## config.mk

```make
export PLATFORM = sky130hd
export DESIGN_NAME = clc_core
export DESIGN_NICKNAME = d
export VERILOG_FILES = /design/src/rtl/clc_pkg.sv /design/src/rtl/clc_core.sv
export SDC_FILE = /design/constraint.sdc
export NUM_CORES = 1
export LEC_CHECK = 0
export ABC_CLOCK_PERIOD_IN_PS = 2350
export BUFFER_PORTS_ARGS = -buffer_cell sky130_fd_sc_hd__buf_2
export CAP_MARGIN = 20
export CORE_ASPECT_RATIO = 0.5
export CORE_MARGIN = 2
export CORE_UTILIZATION = 42
export CTS_CLUSTER_SIZE = 28
export DETAILED_ROUTE_END_ITERATION = 8
export MAX_ROUTING_LAYER = met4
export PLACE_DENSITY = 0.78
export RECOVER_POWER = 25
export SYNTH_ARGS = -nofsm -noshare
export SYNTH_HDL_FRONTEND = slang
export SYNTH_SLANG_ARGS = --single-unit
```

## constraint.sdc

```tcl
create_clock -name clk -period 2.35 [get_ports clk]
set_input_delay 0.235 -clock clk [delete_from_list [all_inputs] [get_ports clk]]
set_output_delay 0.235 -clock clk [all_outputs]
set_load 0.02 [all_outputs]
```

## src/rtl/clc_pkg.sv

```systemverilog
// shared types and constants for the code lock controller
// no dependencies; every other rtl file imports this package
`timescale 1ns / 1ps
`default_nettype none

package clc_pkg;

    // number of digits in the unlock code
    localparam int CODE_DIGITS = 6;
    localparam int DIGIT_W     = 4;
    localparam int CODE_W      = CODE_DIGITS * DIGIT_W;
    localparam int CARD_W      = 32;
    localparam int FAIL_W      = 4;
    localparam int KEY_W       = 4;
    localparam int STATUS_W    = 3;
    localparam int CNT_W       = $clog2(CODE_DIGITS + 1);
    localparam int IDX_W       = (CODE_DIGITS > 1) ? $clog2(CODE_DIGITS) : 1;

    localparam logic [CNT_W-1:0] DIGITS_FULL = CNT_W'(CODE_DIGITS);

    // configuration port
    localparam int CFG_IDX_W  = 2;
    localparam int CFG_DATA_W = (CODE_W > CARD_W) ? CODE_W : CARD_W;

    localparam logic [CFG_IDX_W-1:0] CFG_STORED_CODE  = 2'd0;
    localparam logic [CFG_IDX_W-1:0] CFG_STORED_CARD  = 2'd1;
    localparam logic [CFG_IDX_W-1:0] CFG_MAX_FAILURES = 2'd2;

    localparam logic [FAIL_W-1:0] MAX_FAIL_RESET = 4'd3;
    localparam logic [FAIL_W-1:0] FAIL_SATURATE  = 4'd15;

    // event codes
    localparam logic MODE_KEY  = 1'b0;
    localparam logic MODE_CARD = 1'b1;

    localparam logic [KEY_W-1:0] KEY_DIGIT_MAX = 4'd9;
    localparam logic [KEY_W-1:0] KEY_CONFIRM   = 4'd10;
    localparam logic [KEY_W-1:0] KEY_DELETE    = 4'd11;

    typedef enum logic [STATUS_W-1:0] {
        ST_IDLE    = 3'd0,
        ST_UNLOCK  = 3'd1,
        ST_WRONG   = 3'd2,
        ST_LOCKOUT = 3'd3,
        ST_REJECT  = 3'd4
    } status_t;

    typedef struct packed {
        logic [CODE_W-1:0] stored_code;
        logic [CARD_W-1:0] stored_card;
        logic [FAIL_W-1:0] max_failures;
    } cfg_t;

    typedef struct packed {
        logic              mode;
        logic [KEY_W-1:0]  key_code;
        logic [CARD_W-1:0] card_serial;
    } item_t;

    typedef struct packed {
        status_t           status;
        logic [CNT_W-1:0]  digit_count;
        logic [FAIL_W-1:0] failure_count;
        logic              locked_out;
    } result_t;

endpackage

`default_nettype wire

```

## src/rtl/clc_core.sv

```systemverilog
// lock state: entry buffer, failure counter, lockout flag and their update
// depends on clc_pkg
`timescale 1ns / 1ps
`default_nettype none

module clc_core import clc_pkg::*;
(
    input  wire logic clk,
    input  wire logic rst_n,
    input  wire logic fire,
    input  item_t     item,
    input  cfg_t      cfg,
    output result_t   res
);

    logic [DIGIT_W-1:0] digits_reg [CODE_DIGITS];
    logic [CNT_W-1:0]   count_reg;
    logic [CNT_W-1:0]   count_next;
    logic [FAIL_W-1:0]  failures_reg;
    logic [FAIL_W-1:0]  failures_next;
    logic               lockout_reg;
    logic               lockout_next;

    logic [CODE_W-1:0]  entry_word;
    logic               code_match;
    logic               card_match;
    logic [FAIL_W-1:0]  fail_inc;
    logic               digit_wr;
    status_t            status;

    // first buffered digit lands in the top nibble
    always_comb
    begin
        for (int i = 0; i < CODE_DIGITS; i++)
        begin
            entry_word[(CODE_DIGITS - 1 - i) * DIGIT_W +: DIGIT_W] = digits_reg[i];
        end
    end

    assign code_match = (count_reg == DIGITS_FULL) && (entry_word == cfg.stored_code);
    assign card_match = (item.card_serial == cfg.stored_card);
    assign fail_inc   = (failures_reg == FAIL_SATURATE) ? failures_reg
                                                        : failures_reg + 1'b1;

    always_comb
    begin
        count_next    = count_reg;
        failures_next = failures_reg;
        lockout_next  = lockout_reg;
        digit_wr      = 1'b0;
        status        = ST_IDLE;

        if (item.mode == MODE_CARD)
        begin
            if (lockout_reg || card_match)
            begin
                count_next    = '0;
                failures_next = '0;
                lockout_next  = 1'b0;
            end
            status = card_match ? ST_UNLOCK : ST_REJECT;
        end
        else if (!lockout_reg)
        begin
            unique case (item.key_code) inside
                [4'd0:KEY_DIGIT_MAX]:
                begin
                    if (count_reg < DIGITS_FULL)
                    begin
                        digit_wr   = 1'b1;
                        count_next = count_reg + 1'b1;
                    end
                end
                KEY_DELETE:
                begin
                    if (count_reg != '0)
                    begin
                        count_next = count_reg - 1'b1;
                    end
                end
                KEY_CONFIRM:
                begin
                    count_next = '0;
                    if (code_match)
                    begin
                        failures_next = '0;
                        status        = ST_UNLOCK;
                    end
                    else
                    begin
                        failures_next = fail_inc;
                        if (fail_inc >= cfg.max_failures)
                        begin
                            lockout_next = 1'b1;
                            status       = ST_LOCKOUT;
                        end
                        else
                        begin
                            status = ST_WRONG;
                        end
                    end
                end
                default:
                begin
                    status = ST_IDLE;
                end
            endcase
        end
    end

    always_ff @(posedge clk or negedge rst_n)
    begin
        if (!rst_n)
        begin
            count_reg    <= '0;
            failures_reg <= '0;
            lockout_reg  <= 1'b0;
        end
        else if (fire)
        begin
            count_reg    <= count_next;
            failures_reg <= failures_next;
            lockout_reg  <= lockout_next;
        end
    end

    // entry buffer holds payload only, count_reg says what is valid
    always_ff @(posedge clk)
    begin
        if (fire && digit_wr)
        begin
            digits_reg[count_reg[IDX_W-1:0]] <= item.key_code;
        end
    end

    assign res.status        = status;
    assign res.digit_count   = count_next;
    assign res.failure_count = failures_next;
    assign res.locked_out    = lockout_next;

`ifndef SYNTH
    a_count_range: assert property (@(posedge clk) disable iff (!rst_n)
        count_reg <= DIGITS_FULL)
        else $error("entry count beyond code length");

    a_lockout_has_failures: assert property (@(posedge clk) disable iff (!rst_n)
        lockout_reg |-> (failures_reg != '0))
        else $error("lockout without any recorded failure");

    a_keys_ignored_in_lockout: assert property (@(posedge clk) disable iff (!rst_n)
        (fire && lockout_reg && item.mode == MODE_KEY)
        |=> (lockout_reg && $stable(count_reg) && $stable(failures_reg)))
        else $error("key changed state during lockout");

    a_card_ends_lockout: assert property (@(posedge clk) disable iff (!rst_n)
        (fire && lockout_reg && item.mode == MODE_CARD)
        |=> (!lockout_reg && count_reg == '0 && failures_reg == '0))
        else $error("card did not clear lockout");
`endif

endmodule

`default_nettype wire

```

# Yosys cells after proc, flatten, opt, wreduce, memory -nomap -nowiden
# Memory sizes are Yosys's and may differ from the RTL's.
# Cells that the tools add are included.
# op_classes
muxes	30
n_reduce_logical	5
eq_ne	6
n_addsub	3
magnitude_cmp	4
# ops
op	count
$eq A32 B32 Y1	1
$eq A24 B24 Y1	1
$mux W4	6
$mux W3	7
$mux W1	13
$eq A4 B4 Y1 const B	3
$pmux W3 S3	1
$mux W2	3
$add A4 B1 Y4 const B	1
$ge A4 B1 Y1 const B	1
$ge A4 B4 Y1	1
$le A4 B4 Y1 const B	1
$add A3 B1 Y3 const B	1
$eq A3 B3 Y1 const B	1
$logic_and A1 B1 Y1	3
$lt A3 B3 Y1 const B	1
$reduce_bool A3 Y1	1
$sub A3 B1 Y3 const B	1
$logic_or A1 B1 Y1	1
# totals
ff_bits	8
mem_bits_rw	24
mem_count	1
inputBits	100
out_inout_bits	11
# memory_table
name	words	width	rd	rd_ports_with_merged_regs	wr	line	rtl
digits_reg	6	4	6	0	1	clc_core.sv:16	logic [DIGIT_W-1:0] digits_reg [CODE_DIGITS];

# Longest topological paths before layout
# logic_depth
depth_word	8
mapped_depth	11
mapped_depth_nobuf	10

# Least setup slack after synthesis
# No wires, ideal clock.
# synth_timing
kind	reg2out
start	register failures_reg[0]
end	output res[8] (netlist bit)
t_arrival_ps	2305
slack_ps	-190
path_stages_with_launch	10
path_cell_list	dfrtp_1 ha_1 nand3_1 mux2_2 ha_1 a21o_1 a21o_1 a21oi_1 nor3b_1 nor3_1
# synth_lines
item	line	rtl
start: declaration	clc_core.sv:19	logic [FAIL_W-1:0] failures_reg;
start signal: assignment	clc_core.sv:122	failures_reg <= failures_next;
end: declaration	clc_core.sv:13	output result_t res

==> reports/results.ini <==
[final_layout]
largest_reg_flops = 24
drive_gt1_share_pct = 44.4
antenna_cells = 0
fin_util_pct = 65.0
layout.nets = 457
syn2layout_area_growth_pct = 47.0

[route]
vias_per_cell = 5.12
finalWirelength_mm = 5.93
wire_per_inst_um = 14.2
drt_pass1_iterations = 4
initialDrtViolationCount = 178
ant_nets = 0
drc = 0
vias = 2144

[clocking]
cts_root_buf = clkbuf_8
clk_latency_ps = 280
cts_tree = built
clock-sinks = 32
numCtsBuffers = 5
htreeDepth = 2
clk_pin_slew_ps = 70
clock_path_buffers = 2

[timing]
skew_ps = 5.75
hold_viol = 0
worst_pin_slew_ps = 566
post-route-min-period_ps = 2710
fmax_ghz = 0.369
rsz0062_at_grt = true
relSlewSlack_pct = 62.3
setup_viol = 7
slew_viol_final = 0
finalCritPeriodShare_pct = 115
setup_ws_ps = -359

[power]
p_seq_share_pct = 38.5
power_frac_comb_pct = 31.4
peakVddDrop_mv = 0.314
p_leak_nw = 1.38
p_int_w = 0.00122
powerDensity_mw_per_mm2 = 522
swShare_pct = 28.0
power_switching_w = 0.000473
p_clk_share_pct = 30.1

[worst_setup_path]
crit_path_max_incr_delay_ps = 400
arrival_ps = 2470
cp-start-kind = register
path_cells = ha_4, nand3_4, xnor2_2, ha_1, nand2b_4, a21o_1, a21o_1, a21oi_2, nor3b_2, nor3_2, buf_4
slowest_stage = dfrtp_1
crit_type = reg -> out
cp_max_fo = 2
crit_path_end_kind = output pin
critical_path_required_ps = 2120
crit_top_cell = a21o_1

[status]
status = complete, but fails checks
violations = setup timing

[yosys]
synth-seq-cells = 32
ys_seq_area_share_pct = 41.8
syn_nets = 320
ys.warnings.count = 0
synth-edff-count = 24
synth.distinct_cells = 36
avgSynthCellArea_sq_um = 10.4
syn-cell-area_sq_mm = 0.00220
synthArstFlopShare_pct = 25.0
ys_dominant_reg_cell = edfxtp_1
synth_cells = 211

[floorplan]
ios = 111
fp.dieW_um = 106
die_area_sq_mm = 0.00587
coreArea_sq_mm = 0.00498
start_util_pct = 44.2
rows = 18
die_y_um = 55.2

[global_route]
grt-ovfl-total = 0
antenna_found_initial = 0
grtUsageTotal_pct = 20.4
grt_pass1_vias = 2140
grt_pass1_wl_mm = 9.16
grt_max_degree = 12

[hold_path]
min_path_type = in -> reg

[job]
maxCapViolCount = 0

[place]
place_hpwl_mm = 4.55
place_ws_ps = -97.0
gp_congestion = 0.889
io_buffers = 110

## area by class of cell
cell class,count,area [sq um]
inverter,10,41.3
fill,402,1740
multi-input combinational,165,1310
clock inverter,2,35.0
tap,70,87.6
clock buffer,6,72.6
timing repair buffer,134,766
sequential,32,921
## logic make-up after synthesis
kind of cell               synth area share (%)
xor gates and xnor gates                   23.1
DFF                                        41.8
muxes                                     0.966
and+or+nand+nor                            15.3
AOI/OAI and AO/OA                          11.1
buffers and inverters                      2.61
adders and majority gates                  5.11
## cells in the final DEF, fill, tap and decap left out, types with 7 or more instances in the layout
| master | instances |
|---|---|
| buf_2 | 100 |
| xnor2_1 | 55 |
| buf_4 | 25 |
| edfxtp_1 | 24 |
| nand4_1 | 13 |
| nand2_1 | 12 |
| nor2_1 | 9 |
| inv_1 | 8 |
| dfrtp_1 | 8 |
| nand3_1 | 7 |
| o21ai_0 | 7 |
## power by group through the flow
stage	sequential (W)	clock (W)	combinational (W)
2_1_floorplan	0.000666	0	0.000250
3_3_place_gp	0.000656	0	0.000445
3_5_place_dp	0.000659	0	0.000466
4_1_cts	0.000648	0.000513	0.000487
5_1_grt	0.000651	0.000541	0.000579
6_report	0.000649	0.000509	0.000530
## routing by layer
layer | global-route usage, % | vias to the layer above | share of wire, %
met2 | 37.8 | 88 | 52
met4 | 5.83 | 0 | 1.6
met1 | 22.7 | 995 | 41
li1 | - | 1050 | -
met3 | 3.42 | 11 | 5.7
met5 | - | - | 0
## stage by stage
stage	area (sq um)	setup TNS, ps	power [W]	cells	hold WS (ps)
6_report	3240	-1350	0.00169	419	324
2_1_floorplan	2230	0	0.000917	211	-60.6
3_3_place_gp	2970	-36.9	0.00110	404	85.5
3_5_place_dp	2970	-128	0.00112	404	93.0
4_1_cts	3180	-1190	0.00165	415	261
5_1_grt	3240	-2140	0.00177	419	311
## worst max-delay path, delay by kind of cell (launching register included)
kind	cells	cell delay, ps
flops	1	400
xor+xnor	1	220
fa+ha+maj	2	430
compound gates	3	480
simple gates	4	490
buf+inv	1	160
## worst paths after layout
| path | depth (start not counted) | slack [ps] | from | to |
|---|---|---|---|---|
| max | 11 | -360 | failures_reg[0]$_DFFE_PN0P_ | res[8] |
| max in group asynchronous | 2 | 1830 | rst_n | count_reg[1]$_DFFE_PN0P_ |
| min reg2reg | 2 | 630 | count_reg[0]$_DFFE_PN0P_ | count_reg[0]$_DFFE_PN0P_ |
| max reg2reg | 9 | 170 | count_reg[0]$_DFFE_PN0P_ | failures_reg[2]$_DFFE_PN0P_ |
| min | 3 | 320 | fire | count_reg[2]$_DFFE_PN0P_ |
| min in group asynchronous | 2 | 330 | rst_n | failures_reg[2]$_DFFE_PN0P_ |
## synthesized netlist by cell type, drive strengths merged, types with 2 or more instances
| master | count | share of area (%) |
|---|---|---|
| a21o | 3 | 1.0 |
| a21oi | 7 | 1.6 |
| a22o | 4 | 1.6 |
| a31oi | 3 | 0.85 |
| a32o | 3 | 1.4 |
| and2 | 2 | 0.57 |
| buf | 2 | 0.57 |
| clkbuf | 2 | 0.34 |
| dfrtp | 8 | 9.1 |
| edfxtp | 24 | 33 |
| ha | 9 | 5.1 |
| inv | 10 | 1.7 |
| nand2 | 12 | 2.0 |
| nand3 | 8 | 1.8 |
| nand4 | 13 | 3.7 |
| nor2 | 9 | 1.5 |
| nor3 | 5 | 1.1 |
| nor3b | 2 | 0.68 |
| nor4 | 6 | 2.7 |
| o21ai | 7 | 1.6 |
| o22ai | 3 | 0.85 |
| o2bb2ai | 2 | 0.80 |
| xnor2 | 57 | 23 |
## what timing repair did
action	CTS	global route
endpoints found under the setup margin	7	10
setup buffers	2	4
hold buffers	1	0
pin swaps	8	3
resized for setup	18	6
hold endpoints to repair	8	0
(Power assumes the default switching activity.)
