[config.mk]
export PLATFORM = sky130hd
export DESIGN_NAME = clc_cfg_regs
export DESIGN_NICKNAME = d
export VERILOG_FILES = /design/src/rtl/clc_pkg.sv /design/src/rtl/clc_cfg_regs.sv
export SDC_FILE = /design/constraint.sdc
export NUM_CORES = 1
export LEC_CHECK = 0
export ABC_AREA = 1
export BUFFER_PORTS_ARGS = -buffer_cell sky130_fd_sc_hd__buf_2
export CAP_MARGIN = 40
export CORE_MARGIN = 1
export CORE_UTILIZATION = 50
export CTS_BUF_LIST = sky130_fd_sc_hd__clkbuf_8
export CTS_CLUSTER_DIAMETER = 50
export CTS_CLUSTER_SIZE = 20
export DETAILED_ROUTE_END_ITERATION = 16
export GPL_TIMING_DRIVEN = 1
export PLACE_DENSITY = 0.87
export SETUP_SLACK_MARGIN = 0.4
export SYNTH_ARGS = -nofsm -noshare
export SYNTH_HDL_FRONTEND = slang
export SYNTH_SLANG_ARGS = --single-unit
[constraint.sdc]
create_clock -name clk -period 0.9 [get_ports clk]
set_input_delay 0.09 -clock clk [delete_from_list [all_inputs] [get_ports clk]]
set_output_delay 0.09 -clock clk [all_outputs]
set_load 0.05 [all_outputs]
[src/rtl/clc_pkg.sv]
// shared types and constants for the code lock controller
// no dependencies; every other rtl file imports this package
`timescale 1ns / 1ps
`default_nettype none

package clc_pkg;

    // number of digits in the unlock code
    localparam int CODE_DIGITS = 6;
    localparam int DIGIT_W     = 4;
    localparam int CODE_W      = CODE_DIGITS * DIGIT_W;
    localparam int CARD_W      = 32;
    localparam int FAIL_W      = 4;
    localparam int KEY_W       = 4;
    localparam int STATUS_W    = 3;
    localparam int CNT_W       = $clog2(CODE_DIGITS + 1);
    localparam int IDX_W       = (CODE_DIGITS > 1) ? $clog2(CODE_DIGITS) : 1;

    localparam logic [CNT_W-1:0] DIGITS_FULL = CNT_W'(CODE_DIGITS);

    // configuration port
    localparam int CFG_IDX_W  = 2;
    localparam int CFG_DATA_W = (CODE_W > CARD_W) ? CODE_W : CARD_W;

    localparam logic [CFG_IDX_W-1:0] CFG_STORED_CODE  = 2'd0;
    localparam logic [CFG_IDX_W-1:0] CFG_STORED_CARD  = 2'd1;
    localparam logic [CFG_IDX_W-1:0] CFG_MAX_FAILURES = 2'd2;

    localparam logic [FAIL_W-1:0] MAX_FAIL_RESET = 4'd3;
    localparam logic [FAIL_W-1:0] FAIL_SATURATE  = 4'd15;

    // event codes
    localparam logic MODE_KEY  = 1'b0;
    localparam logic MODE_CARD = 1'b1;

    localparam logic [KEY_W-1:0] KEY_DIGIT_MAX = 4'd9;
    localparam logic [KEY_W-1:0] KEY_CONFIRM   = 4'd10;
    localparam logic [KEY_W-1:0] KEY_DELETE    = 4'd11;

    typedef enum logic [STATUS_W-1:0] {
        ST_IDLE    = 3'd0,
        ST_UNLOCK  = 3'd1,
        ST_WRONG   = 3'd2,
        ST_LOCKOUT = 3'd3,
        ST_REJECT  = 3'd4
    } status_t;

    typedef struct packed {
        logic [CODE_W-1:0] stored_code;
        logic [CARD_W-1:0] stored_card;
        logic [FAIL_W-1:0] max_failures;
    } cfg_t;

    typedef struct packed {
        logic              mode;
        logic [KEY_W-1:0]  key_code;
        logic [CARD_W-1:0] card_serial;
    } item_t;

    typedef struct packed {
        status_t           status;
        logic [CNT_W-1:0]  digit_count;
        logic [FAIL_W-1:0] failure_count;
        logic              locked_out;
    } result_t;

endpackage

`default_nettype wire

[src/rtl/clc_cfg_regs.sv]
// configuration register file: stored code, stored card, failure limit
// depends on clc_pkg
`timescale 1ns / 1ps
`default_nettype none

module clc_cfg_regs import clc_pkg::*;
(
    input  wire logic                  clk,
    input  wire logic                  rst_n,
    input  wire logic                  cfg_we,
    input  wire logic [CFG_IDX_W-1:0]  cfg_index,
    input  wire logic [CFG_DATA_W-1:0] cfg_data,
    output cfg_t                       cfg
);

    cfg_t cfg_reg;
    cfg_t cfg_next;

    always_comb
    begin
        cfg_next = cfg_reg;
        if (cfg_we)
        begin
            unique case (cfg_index)
                CFG_STORED_CODE:  cfg_next.stored_code  = cfg_data[CODE_W-1:0];
                CFG_STORED_CARD:  cfg_next.stored_card  = cfg_data[CARD_W-1:0];
                CFG_MAX_FAILURES: cfg_next.max_failures = cfg_data[FAIL_W-1:0];
                default:          cfg_next = cfg_reg;
            endcase
        end
    end

    always_ff @(posedge clk or negedge rst_n)
    begin
        if (!rst_n)
        begin
            cfg_reg.stored_code  <= '0;
            cfg_reg.stored_card  <= '0;
            cfg_reg.max_failures <= MAX_FAIL_RESET;
        end
        else
        begin
            cfg_reg <= cfg_next;
        end
    end

    assign cfg = cfg_reg;

endmodule

`default_nettype wire

# After elaboration in Yosys (flattened, before gate mapping)
# Index checks and enable logic that the tools add are counted.
word_totals:
  reg_bits: 60
  output_inout_bits: 60
  inputBits: 37
  word_cells: 9
classes:
  reduce_logical: 4
  eq_ne: 2
ops:
  columns: ["operator", "count"]
  rows:
  - ["AND reduction 2 bit", 3]
  - ["== test 2 x 1 -> 1 bit (second input constant)", 1]
  - ["== test 2 bit (second input constant)", 1]
  - ["logical NOT 2 bit", 1]

# Longest topological paths before layout
# Gate-level depths: netlist (run 1).
logic_depth:
  depth_word: 2
  mapped_depth: 6
  mapped_depth_nobuf: 4

# Worst setup path after synthesis (run 1)
# Ideal clock, no wire load.
synth_path:
  path_type: "in2reg"
  startpoint: "input cfg_index[0]"
  endpoint: "register cfg_reg (netlist bit cfg[36])"
  setup_slack_ns: 0.031
  path_buffers: 2
  t_required_ns: 0.781
  setup_ns: 0.119
  arrival_ns: 0.750
  cell_stages: 6
  path_cell_list: "buf_2 -> nor2_4 -> nand2_4 -> buf_6 -> nand2_1 -> nand2_1"
synth_between:
  elab_chain_len: 2
synth_rtl:
  columns: ["item", "line_no", "source"]
  rows:
  - ["start, declared", "clc_cfg_regs.sv:11", "input wire logic [CFG_IDX_W-1:0] cfg_index,"]
  - ["logical NOT 2 bit", "clc_cfg_regs.sv:24", "unique case (cfg_index)"]
  - ["AND reduction 2 bit (no source line)", null, null]
  - ["end signal, assigned", "clc_cfg_regs.sv:43", "cfg_reg <= cfg_next;"]
  - ["end, declared", "clc_cfg_regs.sv:16", "cfg_t cfg_reg;"]
# Every way passes these cells.
# A chain may end at the register's enable or synchronous reset.

# Worst setup path after layout (run 1)
layout_path:
  startpoint: "register cfg_reg (netlist bit cfg[0])"
  endpoint: "output cfg[0] (netlist bit)"
layout_rtl:
  columns: ["item", "line_no", "source"]
  rows:
  - ["end, declared", "clc_cfg_regs.sv:13", "output cfg_t cfg"]
# No word-level cell between the ends.

==> qor.yml, run 1 <==
outcome: "finished, violations left"
failed_checks: "negative hold slack, negative setup slack"
skew_ns: 0
dr.pass1.iters: 4
fin_crit_ns: 1.11
worst_setup_path_start_kind: "register"
crit_family: "flip-flops"
syn-num-nets: 304
cp_num_buf_inv: 1
critPathSlowestCell: "dfstp_2"
cts_buffers: 9
p_leak_nw: 2.01
p_per_area_nw_per_um2: 2360
fin_ws_ns: -0.214
antenna_found_initial: 0
ys_types: 15
rrSetupSlack_ns: 0.02
r2r_end: "cfg[52]$_DFFE_PN0P_"
cts_tree: "yes"
end_kind: "output pin"
htree_levels: 3
max_stage_delay_ns: 0.55
maxSlewViolCount: 0
ios: 97
hp-class: "in2async"
clk_path_buf_depth: 2
relSlewSlack_pct: 82.6
synthCells: 267
placed_cell_area_um2: 3180
port_buffers: 96
crit_arrival_ns: 1.02
timing.fmax_ghz: 0.898
area_delta_synth_final_pct: 60.3
via_per_inst: 5.49
drv_cap: 0
dieArea_um2: 5270
die_x_um: 72.6
finalCritPeriodShare_pct: 124
drive_gt1_share_pct: 61.4
crit_fanout: 2
coreArea_um2: 4750
worstMarginPinSlew_ns: 0.261
grt_pass1_wl_mm: 12.1
hold_viol: 60
grt_pass1_vias: 2497
ys_ff_latch: 60
yosysSeqAreaShare_pct: 60.4
clk_latency_ns: 0.32
drt_iter0_drc: 207
yosys_warnings: 0
n_antenna_cell: 0
num_vias: 2505
vdd_ir_drop_max_mv: 1.53
power.total_mw: 9.42
initial_core_util_pct: 52.4
clock-sinks: 60
wl_per_cell_um: 17.5
r2r-start: "cfg[52]$_DFFE_PN0P_"
final_area_um2: 3990
track_usage_pct: 31.3
gr-total-overflow: 0
fill_cells: 252
setup_violations: 60
totalWireLength_mm: 7.98
cts-root-buf: "clkbuf_8"
synth_area_um2: 2490
globalplace.congestion: 0.860
hpwlAfterDp_mm: 4.48
reg2regPathDepth: 4
grt_max_degree: 49
drc: 0
rsz0062_at_grt: "true"
holdWs_ns: -0.265
largest_reg_flops: 60
ant_nets: 0
critPathRequiredTime_ns: 0.81
place_ws_ns: -0.0542
die_y_um: 72.6
avgSynthCellArea_um2: 9.33
nets: 421
path_clk_slew_ns: 0.07
rows: 25
crit_chain: "buf_8"
crit_type: "reg2out"
## stage by stage
stage / TNS (ns) / utilization, % / std cells
CTS: -5.46 / 79.3 / 446
detailed placement: -0.421 / 66.9 / 428
floorplan: 0 / - / 267
global route: -6.95 / 84.0 / 456
global placement: -0.000797 / 66.9 / 428
finish: -5.42 / 84.0 / 456
## worst register-to-register path, delay by kind of cell, from the launching register on
kind | cells | cell delay (ns)
flip-flops | 1 | 0.43
buffers and inverters | 2 | 0.23
AND/OR/NAND/NOR | 2 | 0.11
## synth_stat cells
master	count	area share [%]
buf_1	2	0.30
buf_6	5	2.3
buf_4	3	0.90
inv_1	1	0.15
dfstp_2	2	2.1
nand3_1	25	5.0
dfrtp_1	58	58
inv_2	1	0.15
clkbuf_1	2	0.30
nand3_4	1	0.70
nand2_4	1	0.45
nand2_1	120	18
nand4_1	36	9.0
buf_2	9	1.8
nor2_4	1	0.45
## repair_timing
item / in CTS / in global routing
setup buffers: 2 / 10
pin swaps: 1 / 10
resized for setup: 128 / 47
endpoints found under the setup margin: 120 / 120
endpoints found under the hold margin: 60 / 60
## power by group
group          switching [mW]  internal (mW)  leakage (nW)
Clock                    1.01           1.11         0.103
Sequential              0.375           3.22         0.674
Combinational            2.37           1.34          1.23
## layer usage
metal / up-vias / GRT usage [%] / routed length (um)
met5: - / 0 / 0
met4: 0 / 21.1 / 376
met3: 34 / 7.46 / 583
met2: 135 / 52.5 / 4120
met1: 1215 / 35.4 / 2900
li1: 1121 / - / -
## cells in the final DEF, fill, tap and decap left out, types with 2 or more instances in the layout
cell	Yosys	layout
buf_4	3	15
nand3_1	25	24
nand4_1	36	36
nand2_4	1	3
dfstp_2	2	2
inv_1	1	4
dfrtp_2	0	58
buf_2	9	35
clkinv_2	0	2
nand2_2	0	31
clkbuf_8	0	11
buf_8	0	3
buf_6	5	69
nand2_1	120	86
buf_12	0	4
## worst max path at each step
stage / start / end / slack (ns) / cells past startpoint
floorplan: cfg[0]$_DFFE_PN1P_ / cfg[0]$_DFFE_PN1P_ / 0.04 / 2
global placement: cfg_we / cfg[3]$_DFFE_PN0P_ / -0.0008 / 5
detailed placement: cfg_we / cfg[2]$_DFFE_PN0P_ / -0.05 / 5
CTS: cfg[0]$_DFFE_PN1P_ / cfg[0] / -0.22 / 1
global route: cfg[0]$_DFFE_PN1P_ / cfg[0] / -0.25 / 1
finish: cfg[0]$_DFFE_PN1P_ / cfg[0] / -0.21 / 1
## cells by family (layout without fill, tap and decap cells)
logic type	Yosys count	count (layout)	share of synthesized area [%]
buffers and inverters	23	145	5.88
DFF	60	60	60.4
and+or+nand+nor	184	184	33.8
## cell type report
class	instances	area, um2	share of cell area, %
clock inverters	5	21.3	0.533
inverters	2	7.51	0.188
repair buffers	127	1200	30.0
flip-flops and latches	60	1580	39.5
clock buffers	11	151	3.79
multi-input cells	184	955	23.9
well taps	67	83.8	2.10
(Power assumes the default switching activity.)
==> run 2, diff against run 1 <==
clock period = 1.1 ns   (was 0.9 ns; I/O delays follow)
==> qor.yml, run 2 (synthesis results as in run 1) <==
clk_path_buf_depth: 2  # unchanged
fin_crit_ns: 1.17
vdd_ir_drop_max_mv: 1.49  # was 1.53 mV
cts_buffers: 9  # unchanged
clock-sinks: 60  # unchanged
cp_num_buf_inv: 1  # unchanged
rows: 25  # unchanged
drive_gt1_share_pct: 61.2  # was 61.4%
die_y_um: 72.6  # unchanged
wl_per_cell_um: 23.2  # was 17.5 um
num_vias: 2855  # was 2505
end_kind: "output pin"  # unchanged
failed_checks: "negative setup slack"  # was negative hold slack, negative setup slack
clk_latency_ns: 0.34  # was 0.32 ns
worst_setup_path_start_kind: "register"  # unchanged
n_antenna_cell: 0  # unchanged
worstMarginPinSlew_ns: 0.313  # was 0.261 ns
cts-root-buf: "clkbuf_8"  # unchanged
area_delta_synth_final_pct: 74.8  # was 60.3%
post-route-util_pct: 91.6  # was 84.0%
totalWireLength_mm: 10.7  # was 7.98 mm
gr-total-overflow: 0  # unchanged
drt_iter0_drc: 473  # was 207
htree_levels: 3  # unchanged
crit_type: "reg2out"  # unchanged
final_common_cell: "nand2_1"  # unchanged
track_usage_pct: 36.1  # was 31.3%
antenna_found_initial: 0  # unchanged
hp-class: "in2reg"  # was in2async
coreArea_um2: 4750  # unchanged
grt_max_degree: 61  # was 49
setup_violations: 2  # was 60
drv_cap: 0  # unchanged
grt_pass1_wl_mm: 13.4  # was 12.1 mm
hpwlAfterDp_mm: 4.27  # was 4.48 mm
critPathRequiredTime_ns: 0.99  # was 0.81 ns
drc: 0  # unchanged
initial_core_util_pct: 52.4  # unchanged
largest_reg_flops: 60  # unchanged
critPathSlowestCell: "dfstp_2"  # unchanged
finalCritPeriodShare_pct: 106
via_per_inst: 6.19  # was 5.49
relSlewSlack_pct: 79.2  # was 82.6%
die_x_um: 72.6  # unchanged
crit_arrival_ns: 1.06  # was 1.02 ns
p_per_area_nw_per_um2: 2080  # was 2360 nW/um2
maxSlewViolCount: 0  # unchanged
fin_ws_ns: -0.0651  # was -0.214 ns
skew_ns: 0  # unchanged
grt_pass1_vias: 2585  # was 2497
outcome: "finished, violations left"  # unchanged
hold_viol: 0  # was 60
finalNonFillerCells: 461  # was 456
crit_family: "flip-flops"  # unchanged
globalplace.congestion: 0.851  # was 0.860
ant_nets: 0  # unchanged
dieArea_um2: 5270  # unchanged
dr.pass1.iters: 7  # was 4
dp_cells: 421  # was 428
power.total_mw: 9.05  # was 9.42 mW
crit_chain: "buf_8"  # unchanged
mostFrequentLayoutCells: "nand2_1 (88), buf_8 (60), dfrtp_2 (58)"  # was nand2_1 (86), buf_6 (69), dfrtp_2 (58)
cts_tree: "yes"  # unchanged
nets: 426  # was 421
max_stage_delay_ns: 0.56  # was 0.55 ns
p_leak_nw: 2.12  # was 2.01 nW
timing.fmax_ghz: 0.858
port_buffers: 96  # unchanged
crit_fanout: 2  # unchanged
path_clk_slew_ns: 0.07  # about the same
ios: 97  # unchanged
rsz0062_at_grt: "true"  # unchanged
[run 2: path summary, 6_finish.rpt]
check	from	end	slack, ns	cells after the start
max in group asynchronous	rst_n	cfg[0]$_DFFE_PN1P_	0.50	3
max	cfg[0]$_DFFE_PN1P_	cfg[0]	-0.07	1
min	cfg_data[7]	cfg[43]$_DFFE_PN0P_	0.03	3
max reg2reg	cfg[26]$_DFFE_PN0P_	cfg[26]$_DFFE_PN0P_	0.19	4
min reg2reg	cfg[14]$_DFFE_PN0P_	cfg[14]$_DFFE_PN0P_	0.51	2
min in group asynchronous	rst_n	cfg[11]$_DFFE_PN0P_	0.29	3
[run 2: layout make-up]
class,instances,area (um2)
Sequential cell,60,1580
Timing Repair Buffer,128,1420
Multi-Input combinational cell,188,1020
Fill cell,173,399
Clock buffer,11,151
Clock inverter,5,98.8
Tap cell,67,83.8
Inverter,2,10.0
[run 2: routing by layer]
layer  global-route usage (%)  part of all wire [%]  vias up
met4                     22.2                   7.2        0
met3                     11.5                   9.3       83
met5                        0                     0        -
li1                         -                     -     1141
met2                     62.9                    51      253
met1                     38.1                    33     1378
[run 2: power breakdown]
group | switching [mW] | internal [mW]
Clock | 0.922 | 1.62
Combinational | 2.07 | 1.39
Sequential | 0.410 | 2.64
Total | 3.40 | 5.64
[run 2: through the flow]
step / TNS (ns) / hold WS, ns / setup slack, ns / instance area [um2]
CTS: -0.122 / 0.00359 / -0.0661 / 4040
detailed placement: 0 / 0.131 / 0.0215 / 3090
floorplan: 0 / -0.186 / 0.240 / 2580
global route: -0.166 / 0.0382 / -0.0899 / 4360
finish: -0.128 / 0.0282 / -0.0651 / 4360
global placement: 0 / 0.136 / 0.0765 / 3090
[run 2: timing repair]
action / CTS / global route
resized for setup: 189 / 53
buffers inserted: 4 / 14
hold buffers: 2 / 0
setup endpoints to repair: 68 / 120
cloned: 1 / 3
hold endpoints to repair: 59 / 0
pin swaps: 4 / 13
==> run 3, diff against run 2 <==
REMOVE_ABC_BUFFERS = 1   (was not set)
==> qor.yml, run 3 (synthesis results as in run 1) <==
place_ws_ns: 0.138  # was 0.0215 ns
vdd_ir_drop_max_mv: 1.39  # was 1.49 mV
setup_violations: 2  # unchanged
track_usage_pct: 29.7  # was 36.1%
worst_setup_path_start_kind: "register"  # unchanged
ant_nets: 0  # unchanged
grt_pass1_vias: 2412  # was 2585
post-route-util_pct: 89.8  # was 91.6%
holdWs_ns: -0.326  # was 0.0282 ns
maxSlewViolCount: 0  # unchanged
cts_buffers: 9  # unchanged
coreArea_um2: 4750  # unchanged
relSlewSlack_pct: 74.7  # was 79.2%
skew_ns: 0  # unchanged
nets: 450  # was 426
n_antenna_cell: 0  # unchanged
rows: 25  # unchanged
dr.pass1.iters: 5  # was 7
clock-sinks: 60  # unchanged
fin_crit_ns: 1.15  # was 1.17 ns
max_stage_delay_ns: 0.56  # about the same
dp_cells: 422  # was 421
finalCritPeriodShare_pct: 104  # was 106%
critPathSlowestCell: "dfstp_2"  # unchanged
num_vias: 2756  # was 2855
drc: 0  # unchanged
fin_ws_ns: -0.0479  # was -0.0651 ns
drive_gt1_share_pct: 52.9  # was 61.2%
crit_type: "reg2out"  # unchanged
cts-root-buf: "clkbuf_8"  # unchanged
ios: 97  # unchanged
htree_levels: 3  # unchanged
rsz0062_at_grt: "true"  # unchanged
critPathRequiredTime_ns: 0.99  # about the same
die_x_um: 72.6  # unchanged
timing.fmax_ghz: 0.871  # was 0.858 GHz
hp-class: "in2async"  # was in2reg
gr-total-overflow: 0  # unchanged
drt_iter0_drc: 224  # was 473
intPower_mw: 5.06  # was 5.64 mW
final_common_cell: "buf_6"  # was nand2_1
largest_reg_flops: 60  # unchanged
finalNonFillerCells: 485  # was 461
area_delta_synth_final_pct: 71.5  # was 74.8%
end_kind: "output pin"  # unchanged
clk_path_buf_depth: 2  # unchanged
via_per_inst: 5.68  # was 6.19
grt_max_degree: 26  # was 61
worstMarginPinSlew_ns: 0.379  # was 0.313 ns
initial_core_util_pct: 52.4  # unchanged
clk_latency_ns: 0.34  # about the same
cp_num_buf_inv: 1  # unchanged
grt_pass1_wl_mm: 11.7  # was 13.4 mm
cts_tree: "yes"  # unchanged
crit_family: "flip-flops"  # unchanged
power_frac_clock_pct: 23.2  # was 28.1%
mostFrequentLayoutCells: "buf_6 (105), nand2_1 (77), dfrtp_1 (58)"  # was nand2_1 (88), buf_8 (60), dfrtp_2 (58)
dieArea_um2: 5270  # unchanged
p_sw_mw: 3.36  # was 3.40 mW
failed_checks: "negative hold slack, negative setup slack"  # was negative setup slack
p_per_area_nw_per_um2: 1970  # was 2080 nW/um2
seqPwrFrac_pct: 34.6  # was 33.7%
crit_fanout: 2  # unchanged
p_leak_nw: 2.25  # was 2.12 nW
antenna_found_initial: 0  # unchanged
combinationalPowerShare_pct: 42.2  # was 38.3%
switching_share_pct: 39.9  # was 37.6%
crit_arrival_ns: 1.04  # was 1.06 ns
die_y_um: 72.6  # unchanged
wl_per_cell_um: 19.8  # was 23.2 um
fill_cells: 193  # was 173
globalplace.congestion: 0.810  # was 0.851
drv_cap: 0  # unchanged
outcome: "finished, violations left"  # unchanged
port_buffers: 96  # unchanged
hold_viol: 58  # was 0
rrSetupSlack_ns: 0.19  # about the same
hpwlAfterDp_mm: 4.19  # was 4.27 mm
path_clk_slew_ns: 0.07  # about the same
totalWireLength_mm: 9.62  # was 10.7 mm
crit_chain: "buf_8"  # unchanged
[run 3: cell count changes in the layout (fill, tap and decap cells not counted), moves of 4 or more]
cell     delta
dfrtp_1    +58
buf_8      -58
dfrtp_2    -58
nand2_4     -4
buf_6      +89
nand2_2    +14
nand2_1    -11
[run 3: timing repair]
item	CTS	global route
pin swaps	19	34
endpoints found under the hold margin	23	12
resized for setup	138	78
endpoints found under the setup margin	60	85
buffers inserted	22	25
[run 3: stage by stage]
stage          area [um2]  TNS, ns  hold slack [ns]  power [mW]
3_5_place_dp         3040        0           0.0441        5.07
3_3_place_gp         3040        0           0.0385        5.02
6_report             4270  -0.0892           -0.326        8.42
2_1_floorplan        2350        0           -0.186        4.36
5_1_grt              4270   -0.141           -0.318        8.67
4_1_cts              3830  -0.0907           -0.317        7.75
[run 3: cell type report]
cell class              instances  area [um2]  share of cell area (%)
well taps                      67        83.8                    1.96
repair buffers                156        1520                    35.5
clock inverters                 7        67.6                    1.58
clock buffers                   9         124                    2.90
multi-input cells             184         967                    22.6
inverters                       2        7.51                   0.176
flip-flops and latches         60        1500                    35.2
[run 3: worst paths after layout]
| kind | from | end | cells past startpoint |
|---|---|---|---|
| worst max-delay path | cfg[1]$_DFFE_PN1P_ | cfg[1] | 1 |
| worst min-delay path | rst_n | cfg[28]$_DFFE_PN0P_ | 1 |
| worst max register to register | cfg[44]$_DFFE_PN0P_ | cfg[44]$_DFFE_PN0P_ | 4 |
| worst min register to register | cfg[0]$_DFFE_PN1P_ | cfg[0]$_DFFE_PN1P_ | 2 |
| max in group asynchronous | rst_n | cfg[0]$_DFFE_PN1P_ | 2 |
| min in group clk | cfg_data[20] | cfg[56]$_DFFE_PN0P_ | 3 |
[run 3: power by group through the flow]
stage | logic (mW) | clock network [mW] | registers (mW)
after floorplan | 0.321 | 0 | 4.04
after global placement | 2.24 | 0 | 2.78
after detailed placement | 2.29 | 0 | 2.78
after CTS | 2.97 | 1.95 | 2.84
after global routing | 3.69 | 2.05 | 2.93
final | 3.56 | 1.95 | 2.91
[run 3: routing by layer]
layer  vias to the layer above  global-route usage (%)  routed length [um]
met5                         -                       0                   0
met1                      1346                    36.7                3530
li1                       1184                       -                   -
met4                         0                    13.1                 406
met2                       178                    50.4                4860
met3                        48                    6.22                 815
